$ cat src/hdl/sbm_pkg.sv
// Shared types, constants and codes for the sliding window bitrate meter.
package sbm_pkg;

	localparam int FIFO_DEPTH_DEF = 64;
	localparam int LEN_BITS_DEF   = 20;

	localparam int FRAME_LEN_W = 20;
	localparam int TS_W        = 32;
	localparam int RATE_W      = 32;
	localparam int CFG_W       = 16;
	localparam int CFG_IDX_W   = 2;
	localparam int TOTAL_W     = 40;
	localparam int BYTE_SHIFT  = 3;
	localparam int DVD_W       = TOTAL_W + BYTE_SHIFT;

	localparam logic [CFG_W-1:0] MIN_DUR_RST = CFG_W'(200);
	localparam logic [CFG_W-1:0] QRY_WIN_RST = CFG_W'(1000);
	localparam logic [CFG_W-1:0] REC_WIN_RST = CFG_W'(2000);

	localparam logic [CFG_IDX_W-1:0] CFG_MIN_DUR = CFG_IDX_W'(0);
	localparam logic [CFG_IDX_W-1:0] CFG_QRY_WIN = CFG_IDX_W'(1);
	localparam logic [CFG_IDX_W-1:0] CFG_REC_WIN = CFG_IDX_W'(2);

	localparam logic FUNC_RECORD = 1'b0;
	localparam logic FUNC_QUERY  = 1'b1;

	typedef struct packed {
		logic [CFG_W-1:0] min_dur;
		logic [CFG_W-1:0] qry_win;
		logic [CFG_W-1:0] rec_win;
	} cfg_t;

	typedef struct packed {
		logic push;
		logic pop;
	} fifo_cmd_t;

	typedef struct packed {
		logic empty;
		logic full;
	} fifo_sts_t;

	typedef enum logic [3:0] {
		S_IDLE,
		S_REC_EVICT,
		S_REC_WR,
		S_REC_WAIT,
		S_REC_CHK,
		S_QRY_START,
		S_QRY_DIV,
		S_QRY_WAIT,
		S_QRY_CHK,
		S_QRY_OUT
	} state_t;

endpackage

$ cat src/hdl/sbm_if.sv
// Valid/ready channel interfaces: frame requests, rate results, register writes.
interface sbm_in_if;
	logic                           valid;
	logic                           ready;
	logic                           func;
	logic [sbm_pkg::FRAME_LEN_W-1:0] frame_len;
	logic [sbm_pkg::TS_W-1:0]        now_ms;

	modport source (output valid, func, frame_len, now_ms, input ready);
	modport sink (input valid, func, frame_len, now_ms, output ready);
endinterface

interface sbm_out_if;
	logic                       valid;
	logic                       ready;
	logic [sbm_pkg::RATE_W-1:0] bitrate_kbps;

	modport source (output valid, bitrate_kbps, input ready);
	modport sink (input valid, bitrate_kbps, output ready);
endinterface

interface sbm_cfg_if;
	logic                          valid;
	logic                          ready;
	logic [sbm_pkg::CFG_IDX_W-1:0] index;
	logic [sbm_pkg::CFG_W-1:0]     data;

	modport source (output valid, index, data, input ready);
	modport sink (input valid, index, data, output ready);
endinterface

$ cat src/hdl/sbm_fifo.sv
// Circular frame FIFO: length and timestamp memory with registered head read.
module sbm_fifo #(
	parameter int FIFO_DEPTH = sbm_pkg::FIFO_DEPTH_DEF,
	parameter int LEN_BITS   = sbm_pkg::LEN_BITS_DEF
) (
	input  logic                      clk,
	input  logic                      arst_n,
	input  sbm_pkg::fifo_cmd_t        cmd,
	input  logic [(LEN_BITS < sbm_pkg::FRAME_LEN_W ? LEN_BITS : sbm_pkg::FRAME_LEN_W)-1:0] wr_len,
	input  logic [sbm_pkg::TS_W-1:0]  wr_ts,
	output sbm_pkg::fifo_sts_t        sts,
	output logic [(LEN_BITS < sbm_pkg::FRAME_LEN_W ? LEN_BITS : sbm_pkg::FRAME_LEN_W)-1:0] rd_len,
	output logic [sbm_pkg::TS_W-1:0]  rd_ts
);
	localparam int LW = LEN_BITS < sbm_pkg::FRAME_LEN_W ? LEN_BITS : sbm_pkg::FRAME_LEN_W;
	localparam int EW = LW + sbm_pkg::TS_W;
	localparam int AW = $clog2(FIFO_DEPTH);
	localparam int CW = $clog2(FIFO_DEPTH + 1);

	logic [EW-1:0] mem [FIFO_DEPTH];
	logic [EW-1:0] rd_q;
	logic [AW-1:0] head_q;
	logic [CW-1:0] count_q;
	logic [CW:0]   tail_sum;
	logic [CW:0]   tail_wrap;
	logic [AW-1:0] tail;
	logic [AW-1:0] head_inc;

	always_comb begin
		tail_sum  = (CW+1)'(head_q) + (CW+1)'(count_q);
		tail_wrap = tail_sum >= (CW+1)'(FIFO_DEPTH) ? tail_sum - (CW+1)'(FIFO_DEPTH) : tail_sum;
		tail      = tail_wrap[AW-1:0];
		head_inc  = head_q == AW'(FIFO_DEPTH - 1) ? '0 : head_q + AW'(1);
	end

	always_ff @(posedge clk or negedge arst_n) begin
		if (!arst_n) begin
			head_q  <= '0;
			count_q <= '0;
		end else begin
			if (cmd.pop) begin
				head_q <= head_inc;
			end
			if (cmd.push && !cmd.pop) begin
				count_q <= count_q + CW'(1);
			end else if (cmd.pop && !cmd.push) begin
				count_q <= count_q - CW'(1);
			end
		end
	end

	always_ff @(posedge clk) begin
		if (cmd.push) begin
			mem[tail] <= {wr_len, wr_ts};
		end
		rd_q <= mem[head_q];
	end

	assign sts.empty = count_q == '0;
	assign sts.full  = count_q == CW'(FIFO_DEPTH);
	assign rd_len    = rd_q[EW-1:sbm_pkg::TS_W];
	assign rd_ts     = rd_q[sbm_pkg::TS_W-1:0];

endmodule

$ cat src/hdl/sbm_div.sv
// Radix-2 restoring divider, one quotient bit per cycle, saturating to 32 bits.
module sbm_div (
	input  logic                       clk,
	input  logic                       arst_n,
	input  logic                       start,
	input  logic [sbm_pkg::DVD_W-1:0]  dividend,
	input  logic [sbm_pkg::TS_W-1:0]   divisor,
	output logic                       busy,
	output logic                       done,
	output logic [sbm_pkg::RATE_W-1:0] quotient
);
	localparam int DW    = sbm_pkg::DVD_W;
	localparam int SW    = sbm_pkg::TS_W;
	localparam int CNT_W = $clog2(DW + 1);

	logic             busy_q;
	logic             done_q;
	logic [CNT_W-1:0] cnt_q;
	logic [SW-1:0]    rem_q;
	logic [DW-1:0]    quo_q;
	logic [SW-1:0]    dsr_q;
	logic [SW:0]      trial;
	logic             ge;
	logic [SW:0]      rem_nx;

	always_comb begin
		trial  = {rem_q, quo_q[DW-1]};
		ge     = trial >= {1'b0, dsr_q};
		rem_nx = ge ? trial - {1'b0, dsr_q} : trial;
	end

	always_ff @(posedge clk or negedge arst_n) begin
		if (!arst_n) begin
			busy_q <= 1'b0;
			done_q <= 1'b0;
			cnt_q  <= '0;
		end else begin
			done_q <= 1'b0;
			if (start) begin
				busy_q <= 1'b1;
				cnt_q  <= CNT_W'(DW);
			end else if (busy_q) begin
				cnt_q <= cnt_q - CNT_W'(1);
				if (cnt_q == CNT_W'(1)) begin
					busy_q <= 1'b0;
					done_q <= 1'b1;
				end
			end
		end
	end

	always_ff @(posedge clk) begin
		if (start) begin
			rem_q <= '0;
			quo_q <= dividend;
			dsr_q <= divisor;
		end else if (busy_q) begin
			rem_q <= rem_nx[SW-1:0];
			quo_q <= {quo_q[DW-2:0], ge};
		end
	end

	assign busy     = busy_q;
	assign done     = done_q;
	assign quotient = |quo_q[DW-1:sbm_pkg::RATE_W] ? '1 : quo_q[sbm_pkg::RATE_W-1:0];

endmodule

$ cat src/hdl/sbm_seq.sv
// Request sequencer: record/query steps, byte total, window start, rate output.
module sbm_seq #(
	parameter int LEN_BITS = sbm_pkg::LEN_BITS_DEF
) (
	input  logic                       clk,
	input  logic                       arst_n,
	sbm_in_if.sink                     item,
	sbm_out_if.source                  rate,
	input  sbm_pkg::cfg_t              cfg_regs,
	output sbm_pkg::fifo_cmd_t         fifo_cmd,
	input  sbm_pkg::fifo_sts_t         fifo_sts,
	output logic [(LEN_BITS < sbm_pkg::FRAME_LEN_W ? LEN_BITS : sbm_pkg::FRAME_LEN_W)-1:0] wr_len,
	output logic [sbm_pkg::TS_W-1:0]   wr_ts,
	input  logic [(LEN_BITS < sbm_pkg::FRAME_LEN_W ? LEN_BITS : sbm_pkg::FRAME_LEN_W)-1:0] rd_len,
	input  logic [sbm_pkg::TS_W-1:0]   rd_ts,
	output logic                       div_start,
	output logic [sbm_pkg::DVD_W-1:0]  div_dividend,
	output logic [sbm_pkg::TS_W-1:0]   div_divisor,
	input  logic                       div_done,
	input  logic [sbm_pkg::RATE_W-1:0] div_quotient
);
	localparam int LW = LEN_BITS < sbm_pkg::FRAME_LEN_W ? LEN_BITS : sbm_pkg::FRAME_LEN_W;
	localparam int TW = sbm_pkg::TOTAL_W;
	localparam int XW = sbm_pkg::TS_W - sbm_pkg::CFG_W;

	sbm_pkg::state_t           state_q, state_d;
	logic [LW-1:0]             len_q;
	logic [sbm_pkg::TS_W-1:0]  now_q;
	logic [TW-1:0]             total_q;
	logic [sbm_pkg::TS_W-1:0]  start_q;
	logic [sbm_pkg::RATE_W-1:0] rate_q;
	logic [sbm_pkg::RATE_W-1:0] out_q;
	logic                      out_valid_q;
	logic [sbm_pkg::TS_W-1:0]  sub_b;
	logic [sbm_pkg::TS_W-1:0]  diff;
	logic                      dur_ok;
	logic                      rec_drop;
	logic                      qry_drop;
	logic                      out_free;

	// shared subtract/compare: elapsed time or frame age
	always_comb begin
		sub_b    = state_q == sbm_pkg::S_QRY_START ? start_q : rd_ts;
		diff     = now_q - sub_b;
		dur_ok   = diff >= {{XW{1'b0}}, cfg_regs.min_dur} && diff != '0;
		rec_drop = !fifo_sts.empty && diff >= {{XW{1'b0}}, cfg_regs.rec_win};
		qry_drop = !fifo_sts.empty && diff >= {{XW{1'b0}}, cfg_regs.qry_win};
		out_free = !out_valid_q || rate.ready;
	end

	always_ff @(posedge clk or negedge arst_n) begin
		if (!arst_n) begin
			state_q <= sbm_pkg::S_IDLE;
		end else begin
			state_q <= state_d;
		end
	end

	always_comb begin
		state_d    = state_q;
		fifo_cmd   = '0;
		div_start  = 1'b0;
		item.ready = 1'b0;
		unique case (state_q)
			sbm_pkg::S_IDLE: begin
				item.ready = 1'b1;
				if (item.valid) begin
					state_d = item.func == sbm_pkg::FUNC_QUERY ? sbm_pkg::S_QRY_START
						: sbm_pkg::S_REC_EVICT;
				end
			end
			sbm_pkg::S_REC_EVICT: begin
				fifo_cmd.pop = fifo_sts.full;
				state_d      = sbm_pkg::S_REC_WR;
			end
			sbm_pkg::S_REC_WR: begin
				fifo_cmd.push = 1'b1;
				state_d       = sbm_pkg::S_REC_WAIT;
			end
			sbm_pkg::S_REC_WAIT: begin
				state_d = sbm_pkg::S_REC_CHK;
			end
			sbm_pkg::S_REC_CHK: begin
				if (rec_drop) begin
					fifo_cmd.pop = 1'b1;
					state_d      = sbm_pkg::S_REC_WAIT;
				end else begin
					state_d = sbm_pkg::S_IDLE;
				end
			end
			sbm_pkg::S_QRY_START: begin
				if (dur_ok) begin
					div_start = 1'b1;
					state_d   = sbm_pkg::S_QRY_DIV;
				end else begin
					state_d = sbm_pkg::S_QRY_OUT;
				end
			end
			sbm_pkg::S_QRY_DIV: begin
				if (div_done) begin
					state_d = sbm_pkg::S_QRY_CHK;
				end
			end
			sbm_pkg::S_QRY_WAIT: begin
				state_d = sbm_pkg::S_QRY_CHK;
			end
			sbm_pkg::S_QRY_CHK: begin
				if (qry_drop) begin
					fifo_cmd.pop = 1'b1;
					state_d      = sbm_pkg::S_QRY_WAIT;
				end else begin
					state_d = sbm_pkg::S_QRY_OUT;
				end
			end
			sbm_pkg::S_QRY_OUT: begin
				if (out_free) begin
					state_d = sbm_pkg::S_IDLE;
				end
			end
			default: begin
				state_d = sbm_pkg::S_IDLE;
			end
		endcase
	end

	always_ff @(posedge clk or negedge arst_n) begin
		if (!arst_n) begin
			total_q     <= '0;
			start_q     <= '0;
			rate_q      <= '0;
			out_valid_q <= 1'b0;
		end else begin
			if (fifo_cmd.push) begin
				total_q <= total_q + TW'(len_q);
			end else if (fifo_cmd.pop) begin
				total_q <= total_q - TW'(rd_len);
			end
			if (fifo_cmd.pop && state_q == sbm_pkg::S_REC_CHK) begin
				start_q <= now_q;
			end else if (fifo_cmd.pop && state_q == sbm_pkg::S_QRY_CHK) begin
				start_q <= rd_ts;
			end
			if (state_q == sbm_pkg::S_QRY_DIV && div_done) begin
				rate_q <= div_quotient;
			end
			if (rate.valid && rate.ready) begin
				out_valid_q <= 1'b0;
			end
			if (state_q == sbm_pkg::S_QRY_OUT && out_free) begin
				out_valid_q <= 1'b1;
			end
		end
	end

	always_ff @(posedge clk) begin
		if (item.valid && item.ready) begin
			len_q <= item.frame_len[LW-1:0];
			now_q <= item.now_ms;
		end
		if (state_q == sbm_pkg::S_QRY_OUT && out_free) begin
			out_q <= rate_q;
		end
	end

	assign wr_len            = len_q;
	assign wr_ts             = now_q;
	assign div_dividend      = {total_q, sbm_pkg::BYTE_SHIFT'(0)};
	assign div_divisor       = diff;
	assign rate.valid        = out_valid_q;
	assign rate.bitrate_kbps = out_q;

endmodule

$ cat src/hdl/sliding_window_bitrate_meter.sv
// Sliding window bitrate meter top level: register file, FIFO, divider, sequencer.
// One request at a time. A record steps through evict, write, wait and check, with a
// further wait and check for every frame aged out; a full FIFO evicts in a step that
// every record passes through, so it adds nothing. The FIFO memory has a registered
// read port, so each pop is followed by a read turnaround wait. A query goes straight
// to output when the window is too short to recompute; otherwise the 43-step serial
// divider runs, then a check and a wait per dropped frame, then output. The result
// sits in an output register, so the next request is taken while it waits to be read.
// Register writes are always accepted; indexes beyond the third register are ignored.
module sliding_window_bitrate_meter #(
	parameter int FIFO_DEPTH = sbm_pkg::FIFO_DEPTH_DEF,
	parameter int LEN_BITS   = sbm_pkg::LEN_BITS_DEF
) (
	input  logic       clk,
	input  logic       arst_n,
	sbm_in_if.sink     item,
	sbm_out_if.source  rate,
	sbm_cfg_if.sink    cfg
);
	localparam int LW = LEN_BITS < sbm_pkg::FRAME_LEN_W ? LEN_BITS : sbm_pkg::FRAME_LEN_W;

	sbm_pkg::cfg_t             cfg_q;
	sbm_pkg::fifo_cmd_t        fifo_cmd;
	sbm_pkg::fifo_sts_t        fifo_sts;
	logic [LW-1:0]             wr_len;
	logic [sbm_pkg::TS_W-1:0]  wr_ts;
	logic [LW-1:0]             rd_len;
	logic [sbm_pkg::TS_W-1:0]  rd_ts;
	logic                      div_start;
	logic [sbm_pkg::DVD_W-1:0] div_dividend;
	logic [sbm_pkg::TS_W-1:0]  div_divisor;
	logic                      div_busy;
	logic                      div_done;
	logic [sbm_pkg::RATE_W-1:0] div_quotient;

	assign cfg.ready = 1'b1;

	always_ff @(posedge clk or negedge arst_n) begin
		if (!arst_n) begin
			cfg_q.min_dur <= sbm_pkg::MIN_DUR_RST;
			cfg_q.qry_win <= sbm_pkg::QRY_WIN_RST;
			cfg_q.rec_win <= sbm_pkg::REC_WIN_RST;
		end else if (cfg.valid) begin
			unique case (cfg.index)
				sbm_pkg::CFG_MIN_DUR: cfg_q.min_dur <= cfg.data;
				sbm_pkg::CFG_QRY_WIN: cfg_q.qry_win <= cfg.data;
				sbm_pkg::CFG_REC_WIN: cfg_q.rec_win <= cfg.data;
				default: ;
			endcase
		end
	end

	sbm_fifo #(
		.FIFO_DEPTH (FIFO_DEPTH),
		.LEN_BITS   (LEN_BITS)
	) u_fifo (
		.clk    (clk),
		.arst_n (arst_n),
		.cmd    (fifo_cmd),
		.wr_len (wr_len),
		.wr_ts  (wr_ts),
		.sts    (fifo_sts),
		.rd_len (rd_len),
		.rd_ts  (rd_ts)
	);

	sbm_div u_div (
		.clk      (clk),
		.arst_n   (arst_n),
		.start    (div_start),
		.dividend (div_dividend),
		.divisor  (div_divisor),
		.busy     (div_busy),
		.done     (div_done),
		.quotient (div_quotient)
	);

	sbm_seq #(
		.LEN_BITS (LEN_BITS)
	) u_seq (
		.clk          (clk),
		.arst_n       (arst_n),
		.item         (item),
		.rate         (rate),
		.cfg_regs     (cfg_q),
		.fifo_cmd     (fifo_cmd),
		.fifo_sts     (fifo_sts),
		.wr_len       (wr_len),
		.wr_ts        (wr_ts),
		.rd_len       (rd_len),
		.rd_ts        (rd_ts),
		.div_start    (div_start),
		.div_dividend (div_dividend),
		.div_divisor  (div_divisor),
		.div_done     (div_done),
		.div_quotient (div_quotient)
	);

	a_push_pop_excl: assert property (@(posedge clk) disable iff (!arst_n)
		!(fifo_cmd.push && fifo_cmd.pop))
		else $error("fifo push and pop in the same cycle");

	a_no_pop_empty: assert property (@(posedge clk) disable iff (!arst_n)
		fifo_cmd.pop |-> !fifo_sts.empty)
		else $error("pop from empty fifo");

	a_busy_blocks: assert property (@(posedge clk) disable iff (!arst_n)
		div_busy |-> !item.ready)
		else $error("request taken while divider busy");

	a_accept_holds: assert property (@(posedge clk) disable iff (!arst_n)
		item.valid && item.ready |=> !item.ready)
		else $error("ready held after request accepted");

endmodule

$ cat src/flat_wrapper.sv
// flat-port wrapper written by rule: the top's interface ports become plain ports
module sliding_window_bitrate_meter_flat 
#(
	parameter int FIFO_DEPTH = sbm_pkg::FIFO_DEPTH_DEF,
	parameter int LEN_BITS   = sbm_pkg::LEN_BITS_DEF
)
  (clk, arst_n, item_valid, item_func, item_frame_len, item_now_ms, item_ready, rate_valid, rate_bitrate_kbps, rate_ready, cfg_valid, cfg_index, cfg_data, cfg_ready);
  sbm_in_if item_i ();
  sbm_out_if rate_i ();
  sbm_cfg_if cfg_i ();
  input  logic clk;
  input  logic arst_n;
  input wire logic [$bits(item_i.valid)-1:0] item_valid;
  input wire logic [$bits(item_i.func)-1:0] item_func;
  input wire logic [$bits(item_i.frame_len)-1:0] item_frame_len;
  input wire logic [$bits(item_i.now_ms)-1:0] item_now_ms;
  output wire logic [$bits(item_i.ready)-1:0] item_ready;
  output wire logic [$bits(rate_i.valid)-1:0] rate_valid;
  output wire logic [$bits(rate_i.bitrate_kbps)-1:0] rate_bitrate_kbps;
  input wire logic [$bits(rate_i.ready)-1:0] rate_ready;
  input wire logic [$bits(cfg_i.valid)-1:0] cfg_valid;
  input wire logic [$bits(cfg_i.index)-1:0] cfg_index;
  input wire logic [$bits(cfg_i.data)-1:0] cfg_data;
  output wire logic [$bits(cfg_i.ready)-1:0] cfg_ready;
  assign item_i.valid = item_valid;
  assign item_i.func = item_func;
  assign item_i.frame_len = item_frame_len;
  assign item_i.now_ms = item_now_ms;
  assign item_ready = item_i.ready;
  assign rate_valid = rate_i.valid;
  assign rate_bitrate_kbps = rate_i.bitrate_kbps;
  assign rate_i.ready = rate_ready;
  assign cfg_i.valid = cfg_valid;
  assign cfg_i.index = cfg_index;
  assign cfg_i.data = cfg_data;
  assign cfg_ready = cfg_i.ready;
  sliding_window_bitrate_meter #(.FIFO_DEPTH(FIFO_DEPTH), .LEN_BITS(LEN_BITS)) u_core (.clk(clk), .arst_n(arst_n), .item(item_i), .rate(rate_i), .cfg(cfg_i));
endmodule
$ cat config.mk
export PLATFORM = sky130hd
export DESIGN_NAME = sliding_window_bitrate_meter_flat
export DESIGN_NICKNAME = d
export VERILOG_FILES = /design/src/hdl/sbm_pkg.sv /design/src/hdl/sbm_if.sv /design/src/hdl/sbm_fifo.sv /design/src/hdl/sbm_div.sv /design/src/hdl/sbm_seq.sv /design/src/hdl/sliding_window_bitrate_meter.sv /design/src/flat_wrapper.sv
export SDC_FILE = /design/constraint.sdc
export NUM_CORES = 2
export LEC_CHECK = 0
export BUFFER_PORTS_ARGS = -buffer_cell sky130_fd_sc_hd__buf_2
export CAP_MARGIN = 20
export CORE_AREA = 2 2 656 658
export DETAILED_ROUTE_END_ITERATION = 8
export DIE_AREA = 0 0 658 660
export GPL_ROUTABILITY_DRIVEN = 0
export PLACE_DENSITY = 0.59
export SYNTH_ARGS = -nofsm -noshare
export SYNTH_HDL_FRONTEND = slang
export SYNTH_SLANG_ARGS = --single-unit
$ cat constraint.sdc
create_clock -name clk -period 6.07 [get_ports clk]
set_input_delay 0.3035 -clock clk [delete_from_list [all_inputs] [get_ports clk]]
set_output_delay 0.3035 -clock clk [all_outputs]
set_load 0.01 [all_outputs]
==> results.toml <==
[timing]
fin_hold_ws_ns = 0.0779
slew_violations = 0
fin_crit_sh_pct = 100
layout_setup_ws_ns = -0.0129
max_freq_ghz = 0.164
finClkSkew_ns = 0.0858
finalHoldViolCount = 0
tns_ns = -0.0129
max-slew-margin-rel_pct = 19.5
fin_crit_ns = 6.08
rsz0062_at_grt = "yes"
worst_pin_slew_ns = 1.21
setup_viol = 1

[layout]
drive_above_1_share_pct = 29.4
fillers = 37294
final_nets = 7989
instances_no_fill = 13761
finish.utilization_pct = 40.6
multi_input_area_um2 = 37100
regArea_um2 = 111000
synthToLayoutAreaGrowth_pct = 16.3

[yosys]
yosys-top-cells-area = "edfxtp_1 (70%), mux4_2 (17%), dfrtp_1 (2.7%)"
synth-edff-count = 3484
synth_seq_cells = 3749
synth_cell_types = 90
ys_seq_area_share_pct = 74.4
yosys.area.top_type = "edfxtp_1"
synth_top_area_share_pct = 70.3
synthFlopType = "edfxtp_1"
syn_avg_cell_area_um2 = 21.1
syn_inst = 7058
ys_async_sr_fraction_pct = 4.75
syn_area_um2 = 149000
syn_nets = 7305
yosys_warnings = 0

[setup_path]
cp_top_family = "compound AO/OA/AOI/OAI gates"
crit_buf_inv = 6
critPathMostFrequentCell = "buf_6"
r2r_slack_ns = -0.01
cp_max_fo = 4
endpoint_kind = "register"
slowest_stage = "dfrtp_1"
crit_type = "register to register"
crit_required_ns = 6.87
arrival_ns = 6.88
max_stage_delay_ns = 0.41
cp-start-kind = "register"

[routing]
wl_per_cell_um = 30.4
routed_wl_um = 419000
first_pass_iters = 5
dr_wl_met3_um = 37300
wl_met2_um = 195000
drc = 0
initialDrtViolationCount = 10131
top_layer = "met5"
drt-met1-wl_um = 175000
vias = 76996
antenna_left = 0
viasPerCell = 5.60

[placement]
numPlacedInstances = 12901
io_buffers = 109
place_hpwl_um = 227000
dp_slack_ns = -0.169

[floorplan]
die_height_um = 660
design.core.area_um2 = 427000
pin_count = 111
placementRows = 240
start_util_pct = 34.9
die_w_um = 658
die-area_um2 = 434000

[power_and_ir_drop]
ir_drop_mv = 0.380
p_leak_nw = 56.0
powerDensity_nw_per_um2 = 497

[cts]
cts_buffers = 387
h-tree-depth = 5
tritoncts = "done"
clkLatencyLatePin_ns = 0.99
clkSlewWorstSetupHoldPaths_ns = 0.06
clock-sinks = 3749
cts_max_path_buffers = 4
root_buffer = "clkbuf_16"

[global_routing]
grt_pass1_vias = 76268
grt_first_pass_wirelength_um = 585000
gr-usage-all-layers_pct = 18.8
overflow = 0
antenna_found_initial = 28
grt_max_degree = 137

[status]
status = "finished, violations left"
violations = "setup timing"

[hold_path]
hp-class = "input port to register"

[flow_run]
cap_violations = 0
## Yosys cell counts (76+ instances only)
master / n
edfxtp_1: 3484
dfxtp_1: 87
inv_1: 128
dfrtp_1: 163
a21oi_1: 124
ha_1: 166
mux4_2: 1092
clkbuf_1: 269
nand2_1: 309
o21ai_0: 144
a21o_1: 76
nor2_1: 180
## final cells by class
type	instances	share of cell area [%]
Timing Repair Buffer	639	3.05
Sequential cell	3749	64.0
Tap cell	5687	4.11
Clock inverter	228	1.14
Multi-Input combinational cell	2837	21.4
Clock buffer	487	5.94
Antenna cell	6	0.00867
Inverter	128	0.279
## through the flow
stage / power [mW] / area, um2
floorplan: 52.3 / 149000
global placement: 62.2 / 159000
detailed placement: 62.6 / 159000
CTS: 86.0 / 173000
global route: 89.7 / 173000
finish: 86.0 / 173000
## where the power goes
group | switching [mW] | total [mW] | internal, mW
sequential | 1.27 | 32.7 | 31.5
combinational | 16.6 | 30.3 | 13.6
clock | 10.1 | 23.0 | 12.9
total | 28.0 | 86.0 | 58.0
## registers in the layout, summed over array words and instances, names as in the netlist
register / flops
u_core.u_fifo.mem: 3328
u_core.u_fifo.rd_q: 52
u_core.cfg_q: 48
u_core.u_div.quo_q: 43
u_core.u_seq.total_q: 40
u_core.u_div.dsr_q: 32
u_core.u_div.rem_q: 32
u_core.u_seq.rate.bitrate_kbps: 32
u_core.u_seq.rate_q: 32
u_core.u_seq.start_q: 32
u_core.u_seq.wr_ts: 32
u_core.u_seq.wr_len: 20
u_core.u_fifo.count_q: 7
u_core.u_div.cnt_q: 6
u_core.u_fifo.head_q: 6
u_core.u_seq.state_q: 4
u_core.u_div.busy: 1
u_core.u_div.done: 1
u_core.u_seq.rate.valid: 1
## cell families after synthesis
logic type | share of synthesized area, %
adder cells (fa/ha/maj) | 1.46
AO/OA/AOI/OAI | 2.76
multiplexers | 17.2
AND/OR/NAND/NOR | 2.19
XOR/XNOR | 0.753
other | 0.00252
buffers and inverters | 1.21
flip-flops | 74.4
## metal layers
| layer | global-route usage [%] | vias up |
|---|---|---|
| met4 | 4.84 | 10 |
| met2 | 29.7 | 3697 |
| met5 | 0 | - |
| li1 | - | 30802 |
| met3 | 3.44 | 619 |
| met1 | 27.1 | 41868 |
## placed cells by master, fill, tap and decap left out, types with 53 or more instances in the layout
master / Yosys / routed
edfxtp_1: 3484 / 3484
clkinv_1: 0 / 97
ha_1: 166 / 159
inv_1: 128 / 125
o21ai_0: 144 / 131
xnor2_1: 66 / 62
buf_2: 21 / 108
dfrtp_1: 163 / 156
buf_4: 1 / 380
nor2_4: 0 / 64
nor3_1: 68 / 67
xor2_1: 62 / 58
a21oi_1: 124 / 117
nand2_1: 309 / 308
clkbuf_1: 269 / 82
dfxtp_1: 87 / 87
clkbuf_16: 0 / 392
clkinv_2: 0 / 64
mux4_2: 1092 / 1092
a31oi_1: 54 / 53
a21o_1: 76 / 76
nor2_1: 180 / 115
dlygate4sd3_1: 0 / 106
## final timing paths
path                                                      endpoint  cells past startpoint                     from
max in group asynchronous                  u_core.u_fifo.head_q[0]                      4                   arst_n
worst max register to register            u_core.u_fifo.count_q[6]                     32  u_core.u_seq.state_q[1]
worst max-delay path                      u_core.u_fifo.count_q[6]                     32  u_core.u_seq.state_q[1]
worst min register to register  u_core.u_seq.rate.bitrate_kbps[21]                      0  u_core.u_seq.rate_q[21]
min in group asynchronous                  u_core.u_seq.total_q[3]                      3                   arst_n
worst min-delay path                        u_core.u_seq.wr_ts[30]                      2          item_now_ms[30]
## repair_timing
action	4_1_cts	5_1_grt
gates cloned	0	1
hold buffers	105	2
setup endpoints to repair	4	5
buffers inserted	18	11
pin swaps	37	44
gates resized for setup	37	35
hold endpoints to repair	183	2
No activity file was read; power rests on OpenSTA's default activity.
